==> src/rtl/core/jst_pkg.sv <==
// Package with shared types and constants of the JSON syntax tokenizer.
package jst_pkg;

  localparam int unsigned MaxDepth = 32;
  localparam int unsigned DepthW   = 6;
  localparam int unsigned PtrW     = 5;
  localparam int unsigned QDepth   = 2;

  typedef enum logic [3:0] {
    M_VALUE, M_ARR_FIRST, M_OBJ_FIRST, M_KEY, M_COLON, M_AFTER,
    M_NULL, M_TRUE, M_FALSE, M_NUM, M_STR, M_KEYSTR
  } mode_e;

  typedef enum logic [3:0] {
    EV_NONE = 4'd0, EV_NULL = 4'd1, EV_TRUE = 4'd2, EV_FALSE = 4'd3,
    EV_STR_OPEN = 4'd4, EV_STR_CHAR = 4'd5, EV_STR_CLOSE = 4'd6,
    EV_KEY_CLOSE = 4'd7, EV_NUM_CHAR = 4'd8, EV_ARR_OPEN = 4'd9,
    EV_ARR_CLOSE = 4'd10, EV_OBJ_OPEN = 4'd11, EV_OBJ_CLOSE = 4'd12,
    EV_COMMA = 4'd13, EV_COLON = 4'd14, EV_LIT_CHAR = 4'd15
  } event_e;

  typedef enum logic [2:0] {
    ST_RUN = 3'd0, ST_OK = 3'd1, ST_INVALID = 3'd2, ST_EXPECT = 3'd3,
    ST_NOT_SINGULAR = 3'd4, ST_TOO_DEEP = 3'd5
  } status_e;

  // Byte classification produced by the front end.
  typedef struct packed {
    logic [7:0] text_byte;
    logic       end_of_text;
    logic       is_ws;
    logic       is_digit;
    logic       is_exp;
  } item_t;

  typedef struct packed {
    logic [3:0]        event_res;
    logic [7:0]        char_out;
    logic              number_closed;
    logic [DepthW-1:0] nest_depth;
    logic [2:0]        status;
  } result_t;

endpackage

==> src/rtl/core/jst_if.sv <==
// Valid/ready channel interfaces for input bytes and token events.
interface jst_in_if;
  logic       valid;
  logic       ready;
  logic [7:0] text_byte;
  logic       end_of_text;
  modport source (output valid, text_byte, end_of_text, input ready);
  modport sink   (input valid, text_byte, end_of_text, output ready);
endinterface

interface jst_out_if;
  logic       valid;
  logic       ready;
  logic [3:0] event_res;
  logic [7:0] char_out;
  logic       number_closed;
  logic [5:0] nest_depth;
  logic [2:0] status;
  modport source (output valid, event_res, char_out, number_closed, nest_depth, status,
                  input ready);
  modport sink   (input valid, event_res, char_out, number_closed, nest_depth, status,
                  output ready);
endinterface

==> src/rtl/core/jst_front.sv <==
// Front end: accepts bytes, classifies them and fills a short queue.
module jst_front import jst_pkg::*; (
  input  logic   clk_i,
  input  logic   rst_ni,
  input  logic   in_valid_i,
  output logic   in_ready_o,
  input  logic [7:0] in_byte_i,
  input  logic   in_end_i,
  output logic   q_valid_o,
  input  logic   q_pop_i,
  output item_t  q_item_o
);
  item_t mem_q [QDepth];
  logic  wr_q, wr_d, rd_q, rd_d;
  logic [1:0] cnt_q, cnt_d;
  logic  push;
  item_t it;

  assign in_ready_o = (cnt_q != 2'(QDepth));
  assign push       = in_valid_i && in_ready_o;
  assign q_valid_o  = (cnt_q != 2'd0);
  assign q_item_o   = mem_q[rd_q];

  always_comb begin
    it.text_byte   = in_byte_i;
    it.end_of_text = in_end_i;
    it.is_ws    = (in_byte_i == 8'h20) || (in_byte_i == 8'h09) ||
                  (in_byte_i == 8'h0A) || (in_byte_i == 8'h0D);
    it.is_digit = (in_byte_i >= "0") && (in_byte_i <= "9");
    it.is_exp   = (in_byte_i == "e") || (in_byte_i == "E");
    wr_d  = push ? ~wr_q : wr_q;
    rd_d  = q_pop_i ? ~rd_q : rd_q;
    cnt_d = cnt_q + 2'(push) - 2'(q_pop_i);
  end

  always_ff @(posedge clk_i or negedge rst_ni) begin
    if (!rst_ni) begin
      wr_q <= 1'b0; rd_q <= 1'b0; cnt_q <= 2'd0;
    end else begin
      wr_q <= wr_d; rd_q <= rd_d; cnt_q <= cnt_d;
    end
  end

  always_ff @(posedge clk_i) begin
    if (push) mem_q[wr_q] <= it;
  end
endmodule

==> src/rtl/core/jst_back.sv <==
// Back end: parser state machine, container stack and output register.
module jst_back import jst_pkg::*; (
  input  logic    clk_i,
  input  logic    rst_ni,
  input  logic    q_valid_i,
  output logic    q_pop_o,
  input  item_t   q_item_i,
  output logic    out_valid_o,
  input  logic    out_ready_i,
  output result_t out_res_o
);
  mode_e mode_q, mode_d;
  logic [2:0] lit_q, lit_d, ph_q, ph_d, err_q, err_d;
  logic esc_q, esc_d;
  logic [DepthW-1:0] dep_q, dep_d;
  logic [MaxDepth-1:0] stk_q;
  logic push_en, push_kind;
  logic ov_q;
  result_t res_q, res_d;
  logic step;
  logic [7:0] b;
  logic ws, dig, ex, closed, top;
  logic [3:0] ev;
  logic [7:0] ch;
  logic [2:0] st;
  logic [7:0] exp_ch;
  logic [2:0] lit_len;
  logic [3:0] lit_ev;

  assign q_pop_o = q_valid_i && (!ov_q || out_ready_i);
  assign step = q_pop_o;
  assign out_valid_o = ov_q;
  assign out_res_o = res_q;

  always_comb begin
    b = q_item_i.text_byte; ws = q_item_i.is_ws;
    dig = q_item_i.is_digit; ex = q_item_i.is_exp;
    top = (dep_q != '0) ? stk_q[PtrW'(dep_q - 1'b1)] : 1'b0;
    exp_ch = 8'h00; lit_len = 3'd4; lit_ev = EV_NULL;
    unique case (mode_q)
      M_TRUE: begin
        lit_ev = EV_TRUE;
        case (lit_q) 3'd1: exp_ch = "r"; 3'd2: exp_ch = "u"; 3'd3: exp_ch = "e";
          default: exp_ch = 8'h00; endcase
      end
      M_FALSE: begin
        lit_ev = EV_FALSE; lit_len = 3'd5;
        case (lit_q) 3'd1: exp_ch = "a"; 3'd2: exp_ch = "l"; 3'd3: exp_ch = "s";
          3'd4: exp_ch = "e"; default: exp_ch = 8'h00; endcase
      end
      default: begin
        case (lit_q) 3'd1: exp_ch = "u"; 3'd2: exp_ch = "l"; 3'd3: exp_ch = "l";
          default: exp_ch = 8'h00; endcase
      end
    endcase
  end

  always_comb begin
    logic start; logic do_push; logic kind;
    mode_d = mode_q; lit_d = lit_q; ph_d = ph_q; esc_d = esc_q;
    dep_d = dep_q; err_d = err_q; ev = EV_NONE; ch = 8'h00; closed = 1'b0;
    st = err_q; push_en = 1'b0; push_kind = 1'b0;
    start = 1'b0; do_push = 1'b0; kind = 1'b0;
    if (q_item_i.end_of_text) begin
      if (err_q != 3'd0) st = err_q;
      else begin
        unique case (mode_q)
          M_VALUE, M_ARR_FIRST: st = ST_EXPECT;
          M_AFTER: st = (dep_q == '0) ? ST_OK : ST_INVALID;
          M_NUM: begin
            if (ph_q == 3'd1 || ph_q == 3'd2 || ph_q == 3'd4 || ph_q == 3'd7) begin
              closed = 1'b1;
              st = (dep_q == '0) ? ST_OK : ST_INVALID;
            end else st = ST_INVALID;
          end
          default: st = ST_INVALID;
        endcase
      end
      mode_d = M_VALUE; lit_d = '0; ph_d = '0; esc_d = 1'b0; dep_d = '0; err_d = '0;
    end else if (err_q == 3'd0) begin
      if (mode_q == M_NUM) begin
        ev = EV_NUM_CHAR;
        case (ph_q)
          3'd0: if (b == "0") ph_d = 3'd1; else if (dig) ph_d = 3'd2;
                else err_d = ST_INVALID;
          3'd1, 3'd2: begin
            if (dig && ph_q == 3'd2) ph_d = ph_q;
            else if (b == ".") ph_d = 3'd3;
            else if (ex) ph_d = 3'd5;
            else begin ev = EV_NONE; closed = 1'b1; end
          end
          3'd3: if (dig) ph_d = 3'd4; else err_d = ST_INVALID;
          3'd4: if (dig) ph_d = ph_q; else if (ex) ph_d = 3'd5;
                else begin ev = EV_NONE; closed = 1'b1; end
          3'd5: if (b == "+" || b == "-") ph_d = 3'd6; else if (dig) ph_d = 3'd7;
                else err_d = ST_INVALID;
          3'd6: if (dig) ph_d = 3'd7; else err_d = ST_INVALID;
          default: if (!dig) begin ev = EV_NONE; closed = 1'b1; end
        endcase
      end
      unique case (mode_q)
        M_NUM: if (closed) begin
          // Number ended: this byte is handled as after a value.
          if (ws) ev = EV_NONE;
          else if (dep_q == '0) err_d = ST_NOT_SINGULAR;
          else if (b == ",") begin mode_d = top ? M_KEY : M_VALUE; ev = EV_COMMA; end
          else if (b == "]" && !top) begin dep_d = dep_q - 1'b1; ev = EV_ARR_CLOSE;
            mode_d = M_AFTER; end
          else if (b == "}" && top) begin dep_d = dep_q - 1'b1; ev = EV_OBJ_CLOSE;
            mode_d = M_AFTER; end
          else err_d = ST_INVALID;
          if (!ws && !(b == ",") && !(b == "]" && !top) && !(b == "}" && top))
            mode_d = M_AFTER;
          else if (ws) mode_d = M_AFTER;
        end
        M_VALUE: if (!ws) start = 1'b1;
        M_ARR_FIRST: if (ws) ev = EV_NONE;
          else if (b == "]") begin dep_d = dep_q - 1'b1; mode_d = M_AFTER;
            ev = EV_ARR_CLOSE; end
          else start = 1'b1;
        M_OBJ_FIRST, M_KEY: if (ws) ev = EV_NONE;
          else if (b == "}" && mode_q == M_OBJ_FIRST) begin
            dep_d = dep_q - 1'b1; mode_d = M_AFTER; ev = EV_OBJ_CLOSE; end
          else if (b == "\"") begin mode_d = M_KEYSTR; esc_d = 1'b0; ev = EV_STR_OPEN; end
          else err_d = ST_INVALID;
        M_COLON: if (ws) ev = EV_NONE;
          else if (b == ":") begin mode_d = M_VALUE; ev = EV_COLON; end
          else err_d = ST_INVALID;
        M_AFTER: if (ws) ev = EV_NONE;
          else if (dep_q == '0) err_d = ST_NOT_SINGULAR;
          else if (b == ",") begin mode_d = top ? M_KEY : M_VALUE; ev = EV_COMMA; end
          else if (b == "]" && !top) begin dep_d = dep_q - 1'b1; ev = EV_ARR_CLOSE; end
          else if (b == "}" && top) begin dep_d = dep_q - 1'b1; ev = EV_OBJ_CLOSE; end
          else err_d = ST_INVALID;
        M_NULL, M_TRUE, M_FALSE: begin
          if (lit_q >= lit_len || b != exp_ch) err_d = ST_INVALID;
          else if (lit_q + 3'd1 == lit_len) begin
            lit_d = '0; mode_d = M_AFTER; ev = lit_ev;
          end else begin lit_d = lit_q + 3'd1; ev = EV_LIT_CHAR; end
        end
        M_STR, M_KEYSTR: begin
          if (esc_q) begin
            esc_d = 1'b0; ev = EV_STR_CHAR;
            case (b)
              "\"": ch = 8'h22; "\\": ch = 8'h5C; "/": ch = 8'h2F;
              "b": ch = 8'd8; "f": ch = 8'd12; "n": ch = 8'd10;
              "r": ch = 8'd13; "t": ch = 8'd9;
              default: begin err_d = ST_INVALID; ev = EV_NONE; end
            endcase
          end else if (b == "\"") begin
            ev = (mode_q == M_KEYSTR) ? EV_KEY_CLOSE : EV_STR_CLOSE;
            mode_d = (mode_q == M_KEYSTR) ? M_COLON : M_AFTER;
          end else if (b == "\\") esc_d = 1'b1;
          else begin ev = EV_STR_CHAR; ch = b; end
        end
        default: err_d = ST_INVALID;
      endcase
      if (start) begin
        case (b)
          "n": begin mode_d = M_NULL; lit_d = 3'd1; ev = EV_LIT_CHAR; end
          "t": begin mode_d = M_TRUE; lit_d = 3'd1; ev = EV_LIT_CHAR; end
          "f": begin mode_d = M_FALSE; lit_d = 3'd1; ev = EV_LIT_CHAR; end
          "\"": begin mode_d = M_STR; esc_d = 1'b0; ev = EV_STR_OPEN; end
          "[": begin do_push = 1'b1; kind = 1'b0; end
          "{": begin do_push = 1'b1; kind = 1'b1; end
          "-": begin mode_d = M_NUM; ph_d = 3'd0; ev = EV_NUM_CHAR; end
          default: if (b == "0") begin mode_d = M_NUM; ph_d = 3'd1; ev = EV_NUM_CHAR; end
            else if (dig) begin mode_d = M_NUM; ph_d = 3'd2; ev = EV_NUM_CHAR; end
            else err_d = ST_INVALID;
        endcase
      end
      if (do_push) begin
        if (dep_q >= DepthW'(MaxDepth)) err_d = ST_TOO_DEEP;
        else begin
          push_en = 1'b1; push_kind = kind; dep_d = dep_q + 1'b1;
          mode_d = kind ? M_OBJ_FIRST : M_ARR_FIRST;
          ev = kind ? EV_OBJ_OPEN : EV_ARR_OPEN;
        end
      end
      if (err_d != 3'd0) ev = EV_NONE;
      st = err_d;
    end
    if (ev != EV_STR_CHAR) ch = 8'h00;
    res_d.event_res = ev; res_d.char_out = ch; res_d.number_closed = closed;
    res_d.nest_depth = q_item_i.end_of_text ? '0 : dep_d;
    res_d.status = st;
  end

  always_ff @(posedge clk_i or negedge rst_ni) begin
    if (!rst_ni) begin
      mode_q <= M_VALUE; lit_q <= '0; ph_q <= '0; esc_q <= 1'b0;
      dep_q <= '0; err_q <= '0; ov_q <= 1'b0;
    end else begin
      if (step) begin
        mode_q <= mode_d; lit_q <= lit_d; ph_q <= ph_d; esc_q <= esc_d;
        dep_q <= dep_d; err_q <= err_d;
      end
      if (step) ov_q <= 1'b1;
      else if (out_ready_i) ov_q <= 1'b0;
    end
  end

  always_ff @(posedge clk_i) begin
    if (step) res_q <= res_d;
    if (step && push_en) stk_q[PtrW'(dep_q)] <= push_kind;
  end
endmodule

==> src/rtl/core/json_syntax_tokenizer_core.sv <==
// Top level of the streaming JSON syntax tokenizer.
// The parser registers a byte's token event once the byte leaves the queue.
// Throughput: one byte per cycle while the output sink holds ready high.
// A two-entry queue separates byte intake from the parser, and one output
// register holds the result, so either side may stall independently.
// Reset (rst_ni low, asynchronous) empties the queue and clears parser state.
module json_syntax_tokenizer_core import jst_pkg::*; (
  input logic clk_i,
  input logic rst_ni,
  jst_in_if.sink    in_if,
  jst_out_if.source out_if
);
  // Queue between classifier and parser.
  logic  q_valid, q_pop;
  item_t q_item;
  result_t res;

  jst_front u_front (
    .clk_i, .rst_ni,
    .in_valid_i (in_if.valid), .in_ready_o (in_if.ready),
    .in_byte_i (in_if.text_byte), .in_end_i (in_if.end_of_text),
    .q_valid_o (q_valid), .q_pop_i (q_pop), .q_item_o (q_item)
  );

  // The parser retires one queued byte per transfer slot of the output.
  jst_back u_back (
    .clk_i, .rst_ni,
    .q_valid_i (q_valid), .q_pop_o (q_pop), .q_item_i (q_item),
    .out_valid_o (out_if.valid), .out_ready_i (out_if.ready), .out_res_o (res)
  );

  assign out_if.event_res     = res.event_res;
  assign out_if.char_out      = res.char_out;
  assign out_if.number_closed = res.number_closed;
  assign out_if.nest_depth    = res.nest_depth;
  assign out_if.status        = res.status;
endmodule
==> src/flat_wrapper.sv <==
// flat-port wrapper written by rule: the top's interface ports become plain ports
module json_syntax_tokenizer_core_flat import jst_pkg::*;
  (clk_i, rst_ni, in_if_valid, in_if_text_byte, in_if_end_of_text, in_if_ready, out_if_valid, out_if_event_res, out_if_char_out, out_if_number_closed, out_if_nest_depth, out_if_status, out_if_ready);
  jst_in_if in_if_i ();
  jst_out_if out_if_i ();
  input logic clk_i;
  input logic rst_ni;
  input wire logic [$bits(in_if_i.valid)-1:0] in_if_valid;
  input wire logic [$bits(in_if_i.text_byte)-1:0] in_if_text_byte;
  input wire logic [$bits(in_if_i.end_of_text)-1:0] in_if_end_of_text;
  output wire logic [$bits(in_if_i.ready)-1:0] in_if_ready;
  output wire logic [$bits(out_if_i.valid)-1:0] out_if_valid;
  output wire logic [$bits(out_if_i.event_res)-1:0] out_if_event_res;
  output wire logic [$bits(out_if_i.char_out)-1:0] out_if_char_out;
  output wire logic [$bits(out_if_i.number_closed)-1:0] out_if_number_closed;
  output wire logic [$bits(out_if_i.nest_depth)-1:0] out_if_nest_depth;
  output wire logic [$bits(out_if_i.status)-1:0] out_if_status;
  input wire logic [$bits(out_if_i.ready)-1:0] out_if_ready;
  assign in_if_i.valid = in_if_valid;
  assign in_if_i.text_byte = in_if_text_byte;
  assign in_if_i.end_of_text = in_if_end_of_text;
  assign in_if_ready = in_if_i.ready;
  assign out_if_valid = out_if_i.valid;
  assign out_if_event_res = out_if_i.event_res;
  assign out_if_char_out = out_if_i.char_out;
  assign out_if_number_closed = out_if_i.number_closed;
  assign out_if_nest_depth = out_if_i.nest_depth;
  assign out_if_status = out_if_i.status;
  assign out_if_i.ready = out_if_ready;
  json_syntax_tokenizer_core u_core (.clk_i(clk_i), .rst_ni(rst_ni), .in_if(in_if_i), .out_if(out_if_i));
endmodule
==> config.mk <==
export PLATFORM = sky130hd
export DESIGN_NAME = json_syntax_tokenizer_core_flat
export DESIGN_NICKNAME = d
export VERILOG_FILES = /design/src/rtl/core/jst_pkg.sv /design/src/rtl/core/jst_if.sv /design/src/rtl/core/jst_front.sv /design/src/rtl/core/jst_back.sv /design/src/rtl/core/json_syntax_tokenizer_core.sv /design/src/flat_wrapper.sv
export SDC_FILE = /design/constraint.sdc
export NUM_CORES = 1
export LEC_CHECK = 0
export BUFFER_PORTS_ARGS = -buffer_cell sky130_fd_sc_hd__buf_2
export CORE_ASPECT_RATIO = 0.6
export CORE_MARGIN = 5
export CORE_UTILIZATION = 57
export DETAILED_ROUTE_END_ITERATION = 10
export PLACE_DENSITY = 0.84
export SETUP_SLACK_MARGIN = 0.1
export SKIP_LAST_GASP = 1
export SLEW_MARGIN = 20
export SYNTH_ARGS = -nofsm -noshare
export SYNTH_HDL_FRONTEND = slang
export SYNTH_HIERARCHICAL = 1
export SYNTH_SLANG_ARGS = --single-unit
==> constraint.sdc <==
create_clock -name clk_i -period 3.6 [get_ports clk_i]
set_input_delay 0.54 -clock clk_i [delete_from_list [all_inputs] [get_ports clk_i]]
set_output_delay 0.54 -clock clk_i [all_outputs]
set_load 0.05 [all_outputs]
==> impl_results.md <==
* Total power at 0.006970 W
* Largest net degree at the start of global routing at 33
* Crit path max-delay family: simple AND/OR/NAND/NOR gates
* Crit path buffers/inverters at 4
* Crit-path cells: buf_4 > buf_4 > mux2_2 > buf_8 > nand2_1 > or4b_4 > buf_4 > nand3_1 > nor2_1 > nand2_1 > o2111a_1 > o211ai_1 > or3_4 > a311oi_2
* Deepest clock path buffer count at 2
* Ratio of cells with drive above 1 in the final layout at 29.00%
* Clk_lat worst skew at 0.36 ns
* Max-Cap Viols at 0
* Number of global-route vias before repair at 6744
* Worst hold path type: in2async
* Syn nets at 817
* Vias per Instance at 6.777
* Synthesized area at 7351 um^2
* Layout net count at 952
* Setup crit start kind: flop
* Via count at 7461
* Final setup fails at 0
* Endpoints failing hold at 0
* DIE HEIGHT at 97.97 um
* Clock root buffer: clkbuf_16
* Crit-path max FO at 15
* Hold-fix buffers at CTS at 0
* Gr ovfl total at 0
* First DRT Iteration DRCs at 1204
* Global-route wire length before repair at 39350 um
* Site Rows at 32
* Post-synth EDFFs at 78
* Clock skew at 0.009266 ns
* Synth Area per Inst at 9.293 um^2
* Slew @ Worst Pin at 0.9214 ns
* Most frequent CP cell: buf_4
* WL final at 26320 um
* Peak VDD IR at 0.4717 mV
* Wire per inst at 23.90 um
* Worst path slowest cell: or4b_4
* Clk sink count at 103
* Initial antenna violation count at 0
* Synth async-reset ratio at 24.27%
* Yosys reg bits at 103
* WP data required at 3.77 ns
* Synth-to-layout area growth at 22.88%
* Setup CP Type: reg2reg
* Initial Utilization at 57.73%
* Antenna fix cells at 0
* Core Box Area at 12730 um^2
* Gr usage total at 33.57%
* Critical path's largest stage delay at 0.54 ns
* Die width at 156.6 um
* Clock Pin Slew Worst Setup and Hold Paths at 0.08 ns
* H-tree depth at 3
* Post-Syn Instances at 791
* Status: complete, no violations
* Max Freq at 282.3 MHz
* Die ar. at 15340 um^2
* Predominant post-synthesis flop cell: edfxtp_1
* Ys Warns at 6
* # IOs at 37
* Share of the synthesized area in the top cell type at 31.86%
* Dpl hpwl at 19790 um
* Worst setup EP type: flop
* CTS tree: done
* Cell Pwr Density at 771.6 nW/um^2
* Library cells used by synthesis at 99
* Slew Limit Fails at 0
* Synth top area cells: edfxtp_1 32%, dfrtp_1 8.5%, nor2_1 5.2%
* Tmin final at 3.542 ns
* DR pass1 iterations at 6
* Register area share after synthesis at 40.37%
* Filler cells at 961
* DRC at 0
* Placer congestion estimate at 1.055
* CTS buffer count at 9
* Placed Area at 8442 um^2
* Port buffer count at 36
* Final core area utilization at 70.94%
* Data arrival, critical path at 3.72 ns
* RSZ-0062 raised after global routing: true
* Final instance area at 9032 um^2
* Tcrit/Tclk final at 98.38%
* Slew headroom at 38.16%
* Final ANT Viol Nets at 0
* Cell taking the most area after synthesis: edfxtp_1
* Lkg Pwr at 3.409 nW
stage by stage:
| stage | instances | hold slack, ns | setup TNS [ns] | setup slack (ns) |
|---|---|---|---|---|
| after floorplan | 791 | 0.2444 | 0 | 0.1114 |
| after global placement | 1072 | 0.4770 | 0 | 0.004049 |
| after detailed placement | 1072 | 0.4850 | -0.8990 | -0.2101 |
| after CTS | 1093 | 0.2566 | 0 | 0.1014 |
| after global routing | 1101 | 0.2765 | -0.04088 | -0.03187 |
| final | 1101 | 0.2475 | 0 | 0.05822 |
worst register-to-register path, delay by kind of cell (launching register included):
kind | cells | cell delay [ns]
compound gates | 3 | 0.60
mux | 1 | 0.30
simple gates | 6 | 1.37
buf+inv | 4 | 0.66
flops | 1 | 0.42
cell usage in the layout, fill, tap and decap left out, types with 8 or more instances in the layout:
master	count
nor4_1	8
nor2b_1	8
nor2_1	98
edfxtp_1	78
clkbuf_16	9
buf_2	36
nand2_1	59
mux2_2	11
inv_1	22
buf_4	137
xnor2_1	9
dfrtp_1	24
nand2b_1	12
nor3_1	28
nand3_1	26
ha_1	11
o21ai_0	48
a31oi_1	12
a21oi_1	55
o22ai_1	8
or3_1	11
layer usage:
metal	GRT usage, %	wire length, um	vias up
met5	3.492	69	-
met4	6.267	450	2
met3	14.57	4590	60
met2	41.53	9972	627
met1	53.14	11230	3496
li1	-	-	3276
worst paths after layout:
check | from | endpoint | slack (ns) | cells past startpoint
max reg2reg | u_core/u_front/rd_q | u_core/u_back/out_res_o[18] | 0.06 | 14
max | u_core/u_front/rd_q | u_core/u_back/out_res_o[18] | 0.06 | 14
min reg2reg | u_core/u_back/out_valid_o | u_core/u_back/out_valid_o | 0.52 | 2
min | rst_ni | u_core/u_back/ph_q[0] | 0.25 | 1
min in group clk_i | in_if_end_of_text | u_core/u_front/mem_q[0][3] | 0.39 | 1
max in group asynchronous | rst_ni | u_core/u_front/rd_q | 2.84 | 1
state kept, by name, summed over array words and instances, names as in the netlist, 2 cells and up:
register                 flops
u_core/u_back/out_res_o     22
u_core/u_back/dep_q          6
u_core/u_back/err_q          3
u_core/u_back/mode_q         4
u_core/u_back/stk_q         32
u_core/u_back/ph_q           3
u_core/u_back/lit_q          3
u_core/u_front/mem_q        24
u_core/u_front/cnt_q         2
power by group:
part | total (W) | internal (W) | switching, W
clock network | 0.000979 | 0.000490 | 0.000489
logic | 0.00429 | 0.00161 | 0.00268
registers | 0.00170 | 0.00155 | 0.000155
final cells by class:
class	count	area, um^2	area share [%]
Multi-Input combinational cell	611	4224	46.77
Sequential cell	103	2969	32.87
Timing Repair Buffer	175	1235	13.67
Clock buffer	10	229.0	2.535
Tap cell	170	212.7	2.355
Inverter	26	100.1	1.108
Clock inverter	6	62.56	0.6926
cell families (layout without fill, tap and decap cells):
| family | count (synthesis) | after routing | share of synthesized area, % |
|---|---|---|---|
| mux | 27 | 27 | 5.634 |
| fa+ha+maj | 13 | 13 | 2.213 |
| compound gates | 223 | 223 | 20.63 |
| flops | 103 | 103 | 40.37 |
| xor+xnor | 16 | 16 | 2.349 |
| simple gates | 332 | 332 | 24.07 |
| buf+inv | 77 | 217 | 4.732 |
what timing repair did:
item | in CTS | in global routing
buffers inserted | 5 | 8
gates resized for setup | 14 | 35
endpoints found under the setup margin | 13 | 61
pin swaps | 7 | 18
synth_stat cells (7+ instances only):
library cell,count
nand2_1,59
nand2b_1,13
or3_1,14
nor4_1,10
xnor2_1,9
a31oi_1,12
o21ai_0,51
clkbuf_1,34
nor2b_1,8
o22ai_1,8
nor2_1,102
a211oi_1,7
nor3_1,30
mux2_2,13
nand3_1,27
inv_1,24
ha_1,13
dfrtp_1,25
a21o_1,7
edfxtp_1,78
o211ai_1,7
a21oi_1,58
buf_2,10
(Power assumes the default switching activity.)
